===== src/design/bfpae_pkg.sv =====
// Shared types and constants for the best-fit buffer pool with age eviction.
// Holds the input and result word layouts, command and status codes, and the
// control and status bundles passed between the controller and the datapath.
`timescale 1ns / 1ps

package bfpae_pkg;

  localparam int SIZE_W   = 32;
  localparam int HANDLE_W = 5;
  localparam int SLOT_W   = 5;
  localparam int AGE_W    = 16;
  localparam int FRAME_W  = 32;

  // Command codes of an input word.
  localparam logic [1:0] CMD_ACQUIRE = 2'd0;
  localparam logic [1:0] CMD_RELEASE = 2'd1;
  localparam logic [1:0] CMD_TICK    = 2'd2;
  localparam logic [1:0] CMD_CLEAR   = 2'd3;

  // Status codes of a result word.
  localparam logic [2:0] ST_REUSED   = 3'd0;
  localparam logic [2:0] ST_CREATED  = 3'd1;
  localparam logic [2:0] ST_RELEASED = 3'd2;
  localparam logic [2:0] ST_UNKNOWN  = 3'd3;
  localparam logic [2:0] ST_FULL     = 3'd4;
  localparam logic [2:0] ST_EVICTED  = 3'd5;
  localparam logic [2:0] ST_DONE     = 3'd6;

  typedef struct packed {
    logic [1:0]          command;
    logic [SIZE_W-1:0]   size;
    logic [HANDLE_W-1:0] handle;
  } in_word_t;

  typedef struct packed {
    logic [SLOT_W-1:0] slot;
    logic [2:0]        status;
    logic [SIZE_W-1:0] capacity;
    logic              last;
  } out_word_t;

  // Commands from the controller to the datapath.
  typedef struct packed {
    logic accept;  // latch the input word and restart the scan
    logic scan;    // run the slot scan pipeline
    logic look;    // read the memories at the release handle
    logic finish;  // commit the final update and emit the closing word
  } ctrl_cmd_t;

  // Status from the datapath to the controller.
  typedef struct packed {
    logic scan_done;  // every slot has been read and evaluated
    logic out_free;   // the output register can take a word this cycle
  } dp_stat_t;

endpackage


===== src/design/bfpae_ctrl.sv =====
// Controller state machine of the buffer pool: sequences accept, scan or
// lookup, and the finishing step. Depends on bfpae_pkg for the command bundle.
`timescale 1ns / 1ps

module bfpae_ctrl (
  input  logic                  clk,
  input  logic                  rst_n,
  input  logic                  in_valid,
  input  logic [1:0]            in_command,
  output logic                  in_ready,
  input  bfpae_pkg::dp_stat_t   stat,
  output bfpae_pkg::ctrl_cmd_t  cmd
);

  typedef enum logic [3:0] {
    S_IDLE = 4'b0001,
    S_SCAN = 4'b0010,
    S_LOOK = 4'b0100,
    S_FIN  = 4'b1000
  } state_t;

  state_t state_r;
  state_t state_nxt;
  logic   accept;

  // A new word is taken only when the previous one has been fully handled.
  assign in_ready = (state_r == S_IDLE);
  assign accept   = in_valid && in_ready;

  // Command decode toward the datapath.
  always_comb begin
    cmd.accept = accept;
    cmd.scan   = (state_r == S_SCAN);
    cmd.look   = (state_r == S_LOOK);
    cmd.finish = (state_r == S_FIN);
  end

  // Next-state logic.
  always_comb begin
    state_nxt = state_r;
    unique case (state_r)
      S_IDLE: begin
        if (accept) begin
          state_nxt = (in_command == bfpae_pkg::CMD_RELEASE) ? S_LOOK : S_SCAN;
        end
      end
      S_SCAN: begin
        if (stat.scan_done) begin
          state_nxt = S_FIN;
        end
      end
      S_LOOK: begin
        state_nxt = S_FIN;
      end
      S_FIN: begin
        if (stat.out_free) begin
          state_nxt = S_IDLE;
        end
      end
      default: begin
        state_nxt = S_IDLE;
      end
    endcase
  end

  // State register.
  always_ff @(posedge clk) begin
    if (!rst_n) begin
      state_r <= S_IDLE;
    end else begin
      state_r <= state_nxt;
    end
  end

endmodule


===== src/design/bfpae_dp.sv =====
// Datapath of the buffer pool: slot flags, capacity and stamp memories, the
// scan pipeline, frame and age registers, and the output register.
// Depends on bfpae_pkg for word layouts, codes and the control bundles.
`timescale 1ns / 1ps

module bfpae_dp #(
  parameter int SLOTS = 32
) (
  input  logic                         clk,
  input  logic                         rst_n,
  input  bfpae_pkg::in_word_t          in_data,
  input  logic                         cfg_valid,
  input  logic [bfpae_pkg::AGE_W-1:0]  cfg_data,
  input  bfpae_pkg::ctrl_cmd_t         cmd,
  output bfpae_pkg::dp_stat_t          stat,
  output logic                         out_valid,
  input  logic                         out_ready,
  output bfpae_pkg::out_word_t         out_data
);

  localparam int IW = $clog2(SLOTS);
  localparam int CW = $clog2(SLOTS + 1);
  localparam logic [CW-1:0] CNT_END = CW'(SLOTS);

  // Latched input word.
  logic [1:0]                       op_r;
  logic [bfpae_pkg::SIZE_W-1:0]     size_r;
  logic [bfpae_pkg::HANDLE_W-1:0]   handle_r;

  // Frame, age and eviction limit.
  logic [bfpae_pkg::FRAME_W-1:0]    frame_r;
  logic [bfpae_pkg::AGE_W-1:0]      age_r;
  logic [bfpae_pkg::FRAME_W-1:0]    limit_r;
  logic                             evict_ok_r;

  // Slot flags.
  logic [SLOTS-1:0]                 exists_r;
  logic [SLOTS-1:0]                 exists_nxt;
  logic [SLOTS-1:0]                 in_use_r;
  logic [SLOTS-1:0]                 in_use_nxt;

  // Capacity and stamp memories with registered read data.
  logic [bfpae_pkg::SIZE_W-1:0]     cap_mem   [SLOTS];
  logic [bfpae_pkg::FRAME_W-1:0]    stamp_mem [SLOTS];
  logic [bfpae_pkg::SIZE_W-1:0]     cap_q_r;
  logic [bfpae_pkg::FRAME_W-1:0]    stamp_q_r;

  // Scan pipeline.
  logic [CW-1:0]                    rd_cnt_r;
  logic                             ev_vld_r;
  logic [IW-1:0]                    ev_idx_r;
  logic                             issue;
  logic                             rd_en;
  logic [IW-1:0]                    rd_addr;
  logic                             stall;
  logic                             ev_go;

  // Best-fit and first-empty trackers.
  logic                             best_vld_r;
  logic [IW-1:0]                    best_idx_r;
  logic [bfpae_pkg::SIZE_W-1:0]     best_cap_r;
  logic                             empty_vld_r;
  logic [IW-1:0]                    empty_idx_r;

  // Evaluation and finishing signals.
  logic                             is_acq;
  logic                             is_sweep;
  logic                             sweep_all;
  logic                             ev_exists;
  logic                             ev_used;
  logic                             fits;
  logic                             new_empty;
  logic                             evict_hit;
  logic                             h_in_range;
  logic [IW-1:0]                    h_idx;
  logic                             rel_ok;
  logic                             fin_go;
  logic                             cap_we;
  logic                             stamp_we;
  logic [IW-1:0]                    wr_addr;

  // Output register.
  logic                             out_valid_r;
  bfpae_pkg::out_word_t             out_data_r;
  bfpae_pkg::out_word_t             fin_word;
  bfpae_pkg::out_word_t             ev_word;
  logic                             out_free;
  logic                             out_load;

  assign out_free = !out_valid_r || out_ready;
  assign is_acq    = (op_r == bfpae_pkg::CMD_ACQUIRE);
  assign sweep_all = (op_r == bfpae_pkg::CMD_CLEAR);
  assign is_sweep  = (op_r == bfpae_pkg::CMD_TICK) || sweep_all;

  // Latch the input word on accept.
  always_ff @(posedge clk) begin
    if (cmd.accept) begin
      op_r     <= in_data.command;
      size_r   <= in_data.size;
      handle_r <= in_data.handle;
    end
  end

  // Frame counter and eviction age register.
  always_ff @(posedge clk) begin
    if (!rst_n) begin
      frame_r <= '0;
      age_r   <= bfpae_pkg::AGE_W'(3);
    end else begin
      if (cmd.accept && in_data.command == bfpae_pkg::CMD_TICK) begin
        frame_r <= frame_r + 1'b1;
      end
      if (cfg_valid) begin
        age_r <= cfg_data;
      end
    end
  end

  // The limit is registered from the frame; the scan evaluates a slot only in
  // the cycle after its read, so the limit is current by then.
  always_ff @(posedge clk) begin
    limit_r    <= frame_r - bfpae_pkg::FRAME_W'(age_r);
    evict_ok_r <= frame_r >= bfpae_pkg::FRAME_W'(age_r);
  end

  // Evaluation of the slot whose memory data is in the read registers.
  assign ev_exists = exists_r[ev_idx_r];
  assign ev_used   = in_use_r[ev_idx_r];
  assign fits      = ev_exists && !ev_used && (cap_q_r >= size_r) &&
                     (!best_vld_r || (cap_q_r < best_cap_r));
  assign new_empty = !ev_exists && !empty_vld_r;
  assign evict_hit = ev_vld_r && is_sweep && ev_exists && !ev_used &&
                     (sweep_all || (evict_ok_r && (stamp_q_r < limit_r)));
  assign stall     = evict_hit && !out_free;
  assign ev_go     = ev_vld_r && !stall;

  // Read address issue: the scan walks the slots, a release reads its handle.
  assign issue   = cmd.scan && (rd_cnt_r != CNT_END) && !stall;
  assign h_idx   = IW'(handle_r);
  assign rd_en   = issue || cmd.look;
  assign rd_addr = cmd.look ? h_idx : rd_cnt_r[IW-1:0];

  always_ff @(posedge clk) begin
    if (!rst_n) begin
      rd_cnt_r <= CNT_END;
      ev_vld_r <= 1'b0;
    end else if (cmd.accept) begin
      rd_cnt_r <= '0;
      ev_vld_r <= 1'b0;
    end else if (!stall) begin
      if (issue) begin
        rd_cnt_r <= rd_cnt_r + 1'b1;
      end
      ev_vld_r <= issue;
    end
  end

  always_ff @(posedge clk) begin
    if (issue) begin
      ev_idx_r <= rd_cnt_r[IW-1:0];
    end
  end

  // Best-fit and first-empty tracking during an acquire scan.
  always_ff @(posedge clk) begin
    if (!rst_n) begin
      best_vld_r  <= 1'b0;
      empty_vld_r <= 1'b0;
    end else if (cmd.accept) begin
      best_vld_r  <= 1'b0;
      empty_vld_r <= 1'b0;
    end else if (ev_go && is_acq) begin
      if (fits) begin
        best_vld_r <= 1'b1;
      end
      if (new_empty) begin
        empty_vld_r <= 1'b1;
      end
    end
  end

  always_ff @(posedge clk) begin
    if (ev_go && is_acq) begin
      if (fits) begin
        best_idx_r <= ev_idx_r;
        best_cap_r <= cap_q_r;
      end
      if (new_empty) begin
        empty_idx_r <= ev_idx_r;
      end
    end
  end

  // Release checks.
  assign h_in_range = (32'(handle_r) < 32'(SLOTS));
  assign rel_ok     = h_in_range && exists_r[h_idx] && in_use_r[h_idx];
  assign fin_go     = cmd.finish && out_free;

  // Slot flag updates: evictions during the scan, the commit at the finish.
  always_comb begin
    exists_nxt = exists_r;
    in_use_nxt = in_use_r;
    if (ev_go && evict_hit) begin
      exists_nxt[ev_idx_r] = 1'b0;
    end
    if (fin_go) begin
      if (is_acq) begin
        if (best_vld_r) begin
          in_use_nxt[best_idx_r] = 1'b1;
        end else if (empty_vld_r) begin
          exists_nxt[empty_idx_r] = 1'b1;
          in_use_nxt[empty_idx_r] = 1'b1;
        end
      end else if (op_r == bfpae_pkg::CMD_RELEASE && rel_ok) begin
        in_use_nxt[h_idx] = 1'b0;
      end
    end
  end

  always_ff @(posedge clk) begin
    if (!rst_n) begin
      exists_r <= '0;
      in_use_r <= '0;
    end else begin
      exists_r <= exists_nxt;
      in_use_r <= in_use_nxt;
    end
  end

  // Memory writes: capacity on creation, stamp on creation and release.
  assign cap_we   = fin_go && is_acq && !best_vld_r && empty_vld_r;
  assign stamp_we = cap_we ||
                    (fin_go && op_r == bfpae_pkg::CMD_RELEASE && rel_ok);
  assign wr_addr  = is_acq ? empty_idx_r : h_idx;

  always_ff @(posedge clk) begin
    if (cap_we) begin
      cap_mem[wr_addr] <= size_r;
    end
    if (stamp_we) begin
      stamp_mem[wr_addr] <= frame_r;
    end
    if (rd_en) begin
      cap_q_r   <= cap_mem[rd_addr];
      stamp_q_r <= stamp_mem[rd_addr];
    end
  end

  // Closing word of the current command.
  always_comb begin
    fin_word.slot     = '0;
    fin_word.status   = bfpae_pkg::ST_DONE;
    fin_word.capacity = '0;
    fin_word.last     = 1'b1;
    unique case (op_r)
      bfpae_pkg::CMD_ACQUIRE: begin
        if (best_vld_r) begin
          fin_word.slot     = bfpae_pkg::SLOT_W'(best_idx_r);
          fin_word.status   = bfpae_pkg::ST_REUSED;
          fin_word.capacity = best_cap_r;
        end else if (empty_vld_r) begin
          fin_word.slot     = bfpae_pkg::SLOT_W'(empty_idx_r);
          fin_word.status   = bfpae_pkg::ST_CREATED;
          fin_word.capacity = size_r;
        end else begin
          fin_word.status   = bfpae_pkg::ST_FULL;
        end
      end
      bfpae_pkg::CMD_RELEASE: begin
        fin_word.slot = handle_r;
        if (rel_ok) begin
          fin_word.status   = bfpae_pkg::ST_RELEASED;
          fin_word.capacity = cap_q_r;
        end else begin
          fin_word.status   = bfpae_pkg::ST_UNKNOWN;
        end
      end
      default: begin
        fin_word.status = bfpae_pkg::ST_DONE;
      end
    endcase
  end

  // Word reporting one evicted slot.
  always_comb begin
    ev_word.slot     = bfpae_pkg::SLOT_W'(ev_idx_r);
    ev_word.status   = bfpae_pkg::ST_EVICTED;
    ev_word.capacity = cap_q_r;
    ev_word.last     = 1'b0;
  end

  // Output register: loads when empty or while the receiver takes the previous word.
  assign out_load = (ev_go && evict_hit) || fin_go;

  always_ff @(posedge clk) begin
    if (!rst_n) begin
      out_valid_r <= 1'b0;
    end else if (out_load) begin
      out_valid_r <= 1'b1;
    end else if (out_ready) begin
      out_valid_r <= 1'b0;
    end
  end

  always_ff @(posedge clk) begin
    if (out_load) begin
      out_data_r <= fin_go ? fin_word : ev_word;
    end
  end

  assign out_valid = out_valid_r;
  assign out_data  = out_data_r;

  always_comb begin
    stat.scan_done = (rd_cnt_r == CNT_END) && !ev_vld_r;
    stat.out_free  = out_free;
  end

  // A slot can only be in use if it exists.
  a_use_needs_exist: assert property (@(posedge clk) disable iff (!rst_n)
    (in_use_r & ~exists_r) == '0)
    else $error("slot marked in use without existing");

  // The scan counter never runs past the last slot.
  a_cnt_bound: assert property (@(posedge clk) disable iff (!rst_n)
    rd_cnt_r <= CNT_END)
    else $error("scan counter beyond slot count");

  // An evicted slot no longer exists in the next cycle.
  a_evict_clears: assert property (@(posedge clk) disable iff (!rst_n)
    (ev_go && evict_hit) |=> !exists_r[$past(ev_idx_r)])
    else $error("evicted slot still exists");

  // The finishing step of a scanning command starts with the pipeline empty.
  a_fin_after_scan: assert property (@(posedge clk) disable iff (!rst_n)
    (cmd.finish && op_r != bfpae_pkg::CMD_RELEASE) |-> stat.scan_done)
    else $error("finish reached with scan still running");

endmodule


===== src/design/best_fit_pool_with_age_eviction_top.sv =====
// Top level of the best-fit buffer pool with age-based eviction.
// Instantiates bfpae_ctrl and bfpae_dp; depends on bfpae_pkg for word types.
//
// Input words (command, size, handle) arrive on in_valid/in_ready/in_data.
// Result words (slot, status, capacity, last) leave on out_valid/out_ready/
// out_data; last marks the final word of a command. The eviction age is
// written through cfg_valid/cfg_ready/cfg_data; write it only while idle,
// which the block does not enforce, as cfg_ready is always high.
// Acquire, frame tick and clear walk every slot once through a pipelined read
// of the capacity and stamp memories, evaluating each slot from the read
// registers; a finishing step then loads the closing word into the output
// register. A release reads only the entry at its handle before finishing.
// The controller takes one input word at a time, after the closing word of
// the last one is loaded; the memories have a single read port.
// rst_n (synchronous, active low) empties the table, zeroes the frame and
// sets the eviction age to 3. No clearing pass is needed.
// A result word waits in the output register until out_ready. Evictions do
// not slow the scan while the receiver keeps up; otherwise the scan, or the
// closing step, holds in place until the register frees.
`timescale 1ns / 1ps

module best_fit_pool_with_age_eviction_top #(
  parameter int SLOTS = 32
) (
  input  logic                         clk,
  input  logic                         rst_n,
  input  logic                         in_valid,
  output logic                         in_ready,
  input  bfpae_pkg::in_word_t          in_data,
  output logic                         out_valid,
  input  logic                         out_ready,
  output bfpae_pkg::out_word_t         out_data,
  input  logic                         cfg_valid,
  output logic                         cfg_ready,
  input  logic [bfpae_pkg::AGE_W-1:0]  cfg_data
);

  bfpae_pkg::ctrl_cmd_t cmd;
  bfpae_pkg::dp_stat_t  stat;
  logic                 cfg_we;

  // The age register takes a write in any cycle.
  assign cfg_ready = 1'b1;
  assign cfg_we    = cfg_valid && cfg_ready;

  // Sequencing of each input word.
  bfpae_ctrl u_ctrl (
    .clk        (clk),
    .rst_n      (rst_n),
    .in_valid   (in_valid),
    .in_command (in_data.command),
    .in_ready   (in_ready),
    .stat       (stat),
    .cmd        (cmd)
  );

  // Slot table, scan pipeline and output register.
  bfpae_dp #(
    .SLOTS (SLOTS)
  ) u_dp (
    .clk       (clk),
    .rst_n     (rst_n),
    .in_data   (in_data),
    .cfg_valid (cfg_we),
    .cfg_data  (cfg_data),
    .cmd       (cmd),
    .stat      (stat),
    .out_valid (out_valid),
    .out_ready (out_ready),
    .out_data  (out_data)
  );

endmodule

===== config.mk =====
export PLATFORM = sky130hd
export DESIGN_NAME = best_fit_pool_with_age_eviction_top
export DESIGN_NICKNAME = d
export VERILOG_FILES = /design/src/design/bfpae_pkg.sv /design/src/design/bfpae_ctrl.sv /design/src/design/bfpae_dp.sv /design/src/design/best_fit_pool_with_age_eviction_top.sv
export SDC_FILE = /design/constraint.sdc
export NUM_CORES = 2
export LEC_CHECK = 0
export BUFFER_PORTS_ARGS = -buffer_cell sky130_fd_sc_hd__buf_2
export CORE_ASPECT_RATIO = 1.4
export CORE_MARGIN = 2
export CORE_UTILIZATION = 55
export DETAILED_ROUTE_END_ITERATION = 12
export PLACE_DENSITY = 0.72
export RECOVER_POWER = 100
export SYNTH_ARGS = -nofsm -noshare
export SYNTH_HDL_FRONTEND = slang
export SYNTH_SLANG_ARGS = --single-unit

===== constraint.sdc =====
create_clock -name clk -period 5.25 [get_ports clk]
set_input_delay 0.7875 -clock clk [delete_from_list [all_inputs] [get_ports clk]]
set_output_delay 0.7875 -clock clk [all_outputs]
set_load 0.01 [all_outputs]

### Word level (Yosys, flattened, before mapping)

Memories as Yosys holds them, arrays and structs flattened. A register that Yosys moved wholly into a read port is not among the register bits.
Cells that the tools add are included.

* register bits: 286
* latch bits: 0
* bits in writable memories: 2048
* memory bits (read-only): 0
* input port bits: 60
* output and inout bits: 44
* logic and storage cells: 173
* memories: 2

* add/subtract/negate cells: 3
* $mul: 0
* div/mod/pow operators: 0
* order comparisons: 12
* eq/ne operators: 16
* shifts and indexed selects: 0
* multiplexer cells: 51
* bitwise gates (word level): 9
* reductions and logical operators: 56

Memories
* u_dp.cap_mem: words 32, bits a word 32, rd ports 1, clocked after Yosys merged registers in 1, write ports 1, RTL line bfpae_dp.sv:43 `logic [bfpae_pkg::SIZE_W-1:0] cap_mem [SLOTS];`
* u_dp.stamp_mem: words 32, bits a word 32, rd ports 1, clocked after Yosys merged registers in 1, write ports 1, RTL line bfpae_dp.sv:44 `logic [bfpae_pkg::FRAME_W-1:0] stamp_mem [SLOTS];`

Operators with widths (number)
* 32-bit two-way mux: 11
* 32-bit bitwise OR: 3
* 32-bit bitwise AND: 2
* 32-bit less-than comparator: 2
* 32-bit inverter: 2
* 32-bit case mux with 2 select lines: 1
* 41-bit two-way mux: 1
* 40-bit two-way mux: 1
* 32-bit by 1-bit adder with 32-bit output (second input constant): 1
* 32-bit by 16-bit >= comparator with 1-bit output: 1
* 32-bit >= comparator: 1
* 32-bit by 16-bit subtractor with 32-bit output: 1
* 1-bit logical AND: 30
* 5-bit by 6-bit less-than comparator with 1-bit output (second input constant): 4
* 1-bit binary-select mux with 5-bit select: 4
* 1-bit demux with 5-bit select: 4
* 5-bit by 1-bit >= comparator with 1-bit output (second input constant): 4
* 6-bit two-way mux: 3
* 4-bit case mux with 4 select lines: 1
* 1-bit two-way mux: 15
* 5-bit two-way mux: 3
* 4-bit two-way mux: 3
* 5-bit case mux with 2 select lines: 1
* 1-bit logical NOT: 8
* other kinds (21): 40

### Longest topological paths before layout

* depth after elaboration: 16
* gate-level depth with buffers: 12
* mapped depth without buffers: 11

### Hierarchy

Synthesis repeated with hierarchy kept, for this count alone.

* cells, all modules: 5535
* area total of the unflattened synthesis: 96229.8 µm²

By module, submodules not included
* bfpae_dp: times used 1, cells an instance 5507, area each 95979.6 µm², seq. area each 70337.5 µm²
* bfpae_ctrl: times used 1, cells an instance 26, area each 239.0 µm², seq. area each 80.1 µm²
* best_fit_pool_with_age_eviction_top: times used 1, cells an instance 2, area each 11.3 µm², seq. area each 0.0 µm²

### Worst setup path before layout

No wires, ideal clock.

* kind: flip-flop to flip-flop
* from: reg u_dp.ev_idx_r[0]
* to: reg u_dp.out_data_r, in the netlist u_dp.out_data[0], enable pin
* library setup time: 496 ps
* arrival time: 5014 ps
* data required time: 4754 ps
* path slack: -260 ps
* stages on the path, launching flop included: 10
* path buffers: 2
* period minus slack after synthesis: 5510 ps
* path through: edfxtp_1 buf_6 buf_6 mux2i_1 o22ai_1 or4_1 nor3_2 o211ai_2 or2_2 o21ai_0

* longest elaborated chain between the ends: 10
* elaborated cells on any way between the ends: 13
* those cells by class: 4 x mux; 9 x reduce/logical

RTL lines
* from (decl): RTL line bfpae_dp.sv:51 `logic [IW-1:0] ev_idx_r;`
* from (signal assigned): RTL line bfpae_dp.sv:160 `ev_idx_r <= rd_cnt_r[IW-1:0];`
* 1-bit binary-select mux with 5-bit select (on tied branches): RTL line bfpae_dp.sv:127, bfpae_dp.sv:128
* 1-bit two-way mux (on tied branches): RTL line bfpae_dp.sv:127, bfpae_dp.sv:128
* 1-bit logical AND / 1-bit logical NOT (equally long branches): RTL line bfpae_dp.sv:132 `assign evict_hit = ev_vld_r && is_sweep && ev_exists && !ev_used &&`
* 1-bit logical AND (*) (2 in series): RTL line bfpae_dp.sv:132
* 1-bit logical AND: RTL line bfpae_dp.sv:134 `assign stall = evict_hit && !out_free;`
* 1-bit logical NOT: RTL line bfpae_dp.sv:135 `assign ev_go = ev_vld_r && !stall;`
* 1-bit logical AND: RTL line bfpae_dp.sv:135
* 1-bit logical AND (*): RTL line bfpae_dp.sv:293 `assign out_load = (ev_go && evict_hit) || fin_go;`
* 1-bit logical OR (*): RTL line bfpae_dp.sv:293
* via u_dp.out_load: RTL line bfpae_dp.sv:88 `logic out_load;`
* to (signal assigned): RTL line bfpae_dp.sv:307 `out_data_r <= fin_go ? fin_word : ev_word;`
* to (decl): RTL line bfpae_dp.sv:84 `bfpae_pkg::out_word_t out_data_r;`

Mark *: on every way through the listed nets, which the timed path passes. The rest lies on a longest branch. The select of a mux whose other input is x is not followed.
A chain may end at the register's enable or synchronous reset.

### Worst setup path after layout

* from: reg u_dp.op_r[1]
* to: mem u_dp.cap_mem[18][24] (netlist name), enable pin

* longest elaborated chain between the ends: 6
* elaborated cells on any way between the ends: 7
* those cells by class: 3 x mux; 4 x reduce/logical

RTL lines
* from (decl): RTL line bfpae_dp.sv:26 `logic [1:0] op_r;`
* from (signal assigned): RTL line bfpae_dp.sv:98 `op_r <= in_data.command;`
* 2-bit logical NOT (*): RTL line bfpae_dp.sv:91 `assign is_acq = (op_r == bfpae_pkg::CMD_ACQUIRE);`
* 1-bit logical AND (3 in series): RTL line bfpae_dp.sv:231 `assign cap_we = fin_go && is_acq && !best_vld_r && empty_vld_r;`
* 1-bit two-way mux: RTL line bfpae_dp.sv:237 `if (cap_we) begin`
* 1-bit two-way mux (not written as such): RTL line bfpae_dp.sv:238 `cap_mem[wr_addr] <= size_r;`
* to (decl): RTL line bfpae_dp.sv:43

Mark *: on every way between the ends. The rest lies on a longest branch, timed or not.

==> metrics.txt <==
grt ovf=0; crit share post-route=92.4%; Final ANT Viol Nets=0; PD cells=360 nW/µm²; Rel. slew slack=-53.5%; Yosys Warn Count=0; class of the worst hold path=input pin to flip-flop; WP data arrival=5.39 ns; leakage=0.0364 µW; Setup crit start=u_dp.op_r[1]; All-Layer GR Usage=29.0%; Final Max Slew Viols=2559; setup TNS=0 ns; CP Capture Type=flip-flop; Worst Setup Start Kind=flip-flop; CP Cell Sequence=nor2_1, clkbuf_1, nand2_1, nor3_1, clkbuf_1, nand2_1, nor2_1, buf_4; Vias/cell=6.50; most frequent cell after synthesis=edfxtp_1; total nets after synthesis=5747; delay-heaviest family, CP=simple AND/OR/NAND/NOR gates; dpl hpwl=148000 µm; largest net degree at the start of global routing=108; RSZ-0062 raised after global routing=no; Cell Area, Synth=96400 µm²; H-tree Lvls=4; dpl ws=0.877 ns; CP max stage cell=nor2_1; synthesized flop and latch total=2398; DR WL/cell=31.1 µm; worst-margin pin slew=2.29 ns; setup bufs post-CTS=0; largest fanout on the critical path=11; PortBufs=102; Fin. Hold Viols=0; Commonest cells post-synth=edfxtp_1 (2239), nand2_1 (709), mux4_2 (529); Final setup viols=0; critical path type=flip-flop to flip-flop; hold path start=in_data[13]; first-pass GRT wire length=371000 µm; Detailed Routing Iterations Pass 1=6; # IOs=104; later-pin clock latency in the skew report=0.87 ns; Synth Instances=5573; FMAX=206 MHz; clock sinks=2398; register area share after synthesis=73.0%; Clk pin slew, worst setup/hold paths=0.06 ns; minimum clock period=4.85 ns; CTS max path bufs=3; Initial Util=55.4%; core area=174000 µm²; initial antenna violation count=9; P&R area growth vs syn=11.3%; failing checks=capacitance limit, slew limit; Synth Flop Type=edfxtp_1; cell taking the most area after synthesis=edfxtp_1; Distinct cells, synth=77; # resized after CTS=0; r2r startpoint=u_dp.op_r[1]; max cap viols=73; TritonCTS Buffers=215; vias=53900; # DRC=0; number of flops mapped to enable cells by yosys=2239; layout cells sized above 1=18.7%; nets@finish=5988; # rows=181; post-synth top area share=69.7%; worst path buffer plus inverter count=3; ranking of synthesized cells by area=edfxtp_1 (70%), mux4_2 (12%), dfxtp_1 (3.3%); die height=499 µm; placer congestion estimate=0.922; die area=179000 µm²; synthesized area per cell=17.3 µm²; asr flop ratio synth=0%; delay of the slowest cell on the worst path=1.35 ns; hold_buf cts=0; vias in the first global route=54500; root buffer selected by CTS=clkbuf_16; routed wire length=258000 µm; Chip Width=358 µm; Worst EP required=5.79 ns; status=complete, but fails checks; CTS tree=done; fin worst setup slack=0.401 ns; Worst VDD drop=0.000370 V; Layout Skew=0.0351 ns; DRT iter0 DRCs=7145
[sequential cells by signal (all words and copies together), names as in the netlist, 2 cells and up]
name / count
u_dp.limit_r: 32
u_dp.stamp_q_r: 32
u_dp.stamp_mem: 1024
u_dp.h_idx: 5
u_dp.empty_idx_r: 5
u_dp.exists_r: 32
u_dp.frame_r: 32
u_dp.age_r: 16
u_dp.cap_q_r: 32
u_dp.size_r: 32
u_dp.out_data: 41
u_dp.best_idx_r: 5
u_dp.rd_cnt_r: 6
u_dp.best_cap_r: 32
u_dp.cap_mem: 1024
u_dp.op_r: 2
u_dp.in_use_r: 32
u_ctrl.state_r: 4
u_dp.ev_idx_r: 5
[metrics by stage]
step	cell area, µm²	hold slack, ns	instances	util, %	total power, µW
2_1_floorplan	96400	0.443	5573	-	22700
3_3_place_gp	101000	0.477	7884	58.1	23400
3_5_place_dp	101000	0.485	7884	58.1	23500
4_1_cts	108000	0.0542	8290	62.1	38800
5_1_grt	107000	0.0791	8291	61.7	39600
6_report	107000	0.0985	8293	61.7	38700
[worst register-to-register path: cells and delay by family, from the launching register on]
kind                   cells  cell delay [ns]
AND/OR/NAND/NOR            5             2.70
flip-flops                 1             0.52
buffers and inverters      3             1.32
[per-layer routing]
layer | track usage, % | wire, µm | part of all wire, %
met2 | 49.1 | 131000 | 51
met3 | 4.47 | 21400 | 8.3
met4 | 15.6 | 16000 | 6.2
met5 | 0 | 46 | 0.018
met1 | 36.0 | 89700 | 35
[final timing paths]
| path | end | slack (ns) | depth (start not counted) |
|---|---|---|---|
| min | u_dp.size_r[8] | 0.1 | 1 |
| min reg2reg | u_dp.age_r[0] | 0.50 | 2 |
| max reg2reg | u_dp.cap_mem[18][24] | 0.40 | 8 |
| max | u_dp.cap_mem[18][24] | 0.40 | 8 |
[power breakdown]
group / total, µW / switching [µW] / leakage, µW / internal, µW
clock network: 15600 / 6910 / 0.00339 / 8680
logic: 1730 / 1290 / 0.0114 / 447
registers: 21300 / 95.9 / 0.0216 / 21200
total: 38700 / 8300 / 0.0364 / 30400
[cell families (layout without fill, tap and decap cells)]
kind of cell	Yosys count	after routing	synth area share, %
adder cells (fa/ha/maj)	114	114	1.49
buffers and inverters	430	860	1.86
other	1	4	0.00389
XOR/XNOR	49	49	0.445
flip-flops	2398	2398	73.0
AO/OA/AOI/OAI	435	435	2.94
multiplexers	591	591	13.0
AND/OR/NAND/NOR	1555	1555	7.21
[layout by cell type, fill, tap and decap left out, drive strengths merged, types with 56 or more instances in the layout]
cell / n
dfxtp: 159
buf: 144
clkbuf: 458
mux4: 529
edfxtp: 2239
nand3: 429
nor2: 218
mux2i: 56
ha: 113
clkinv: 92
nand2: 709
o21ai: 125
a21oi: 88
inv: 138
[final cells by class]
class                   instances  area [µm²]
diodes                          3        7.51
clock buffers                 281        5720
clock inverters               125        1240
fillers                     12200       66600
inverters                     133         499
multi-input cells            2745       24700
flip-flops and latches       2398       70400
well taps                    2287        2860
repair buffers                321        1890
Note: power is estimated with default switching activity, not from simulation.
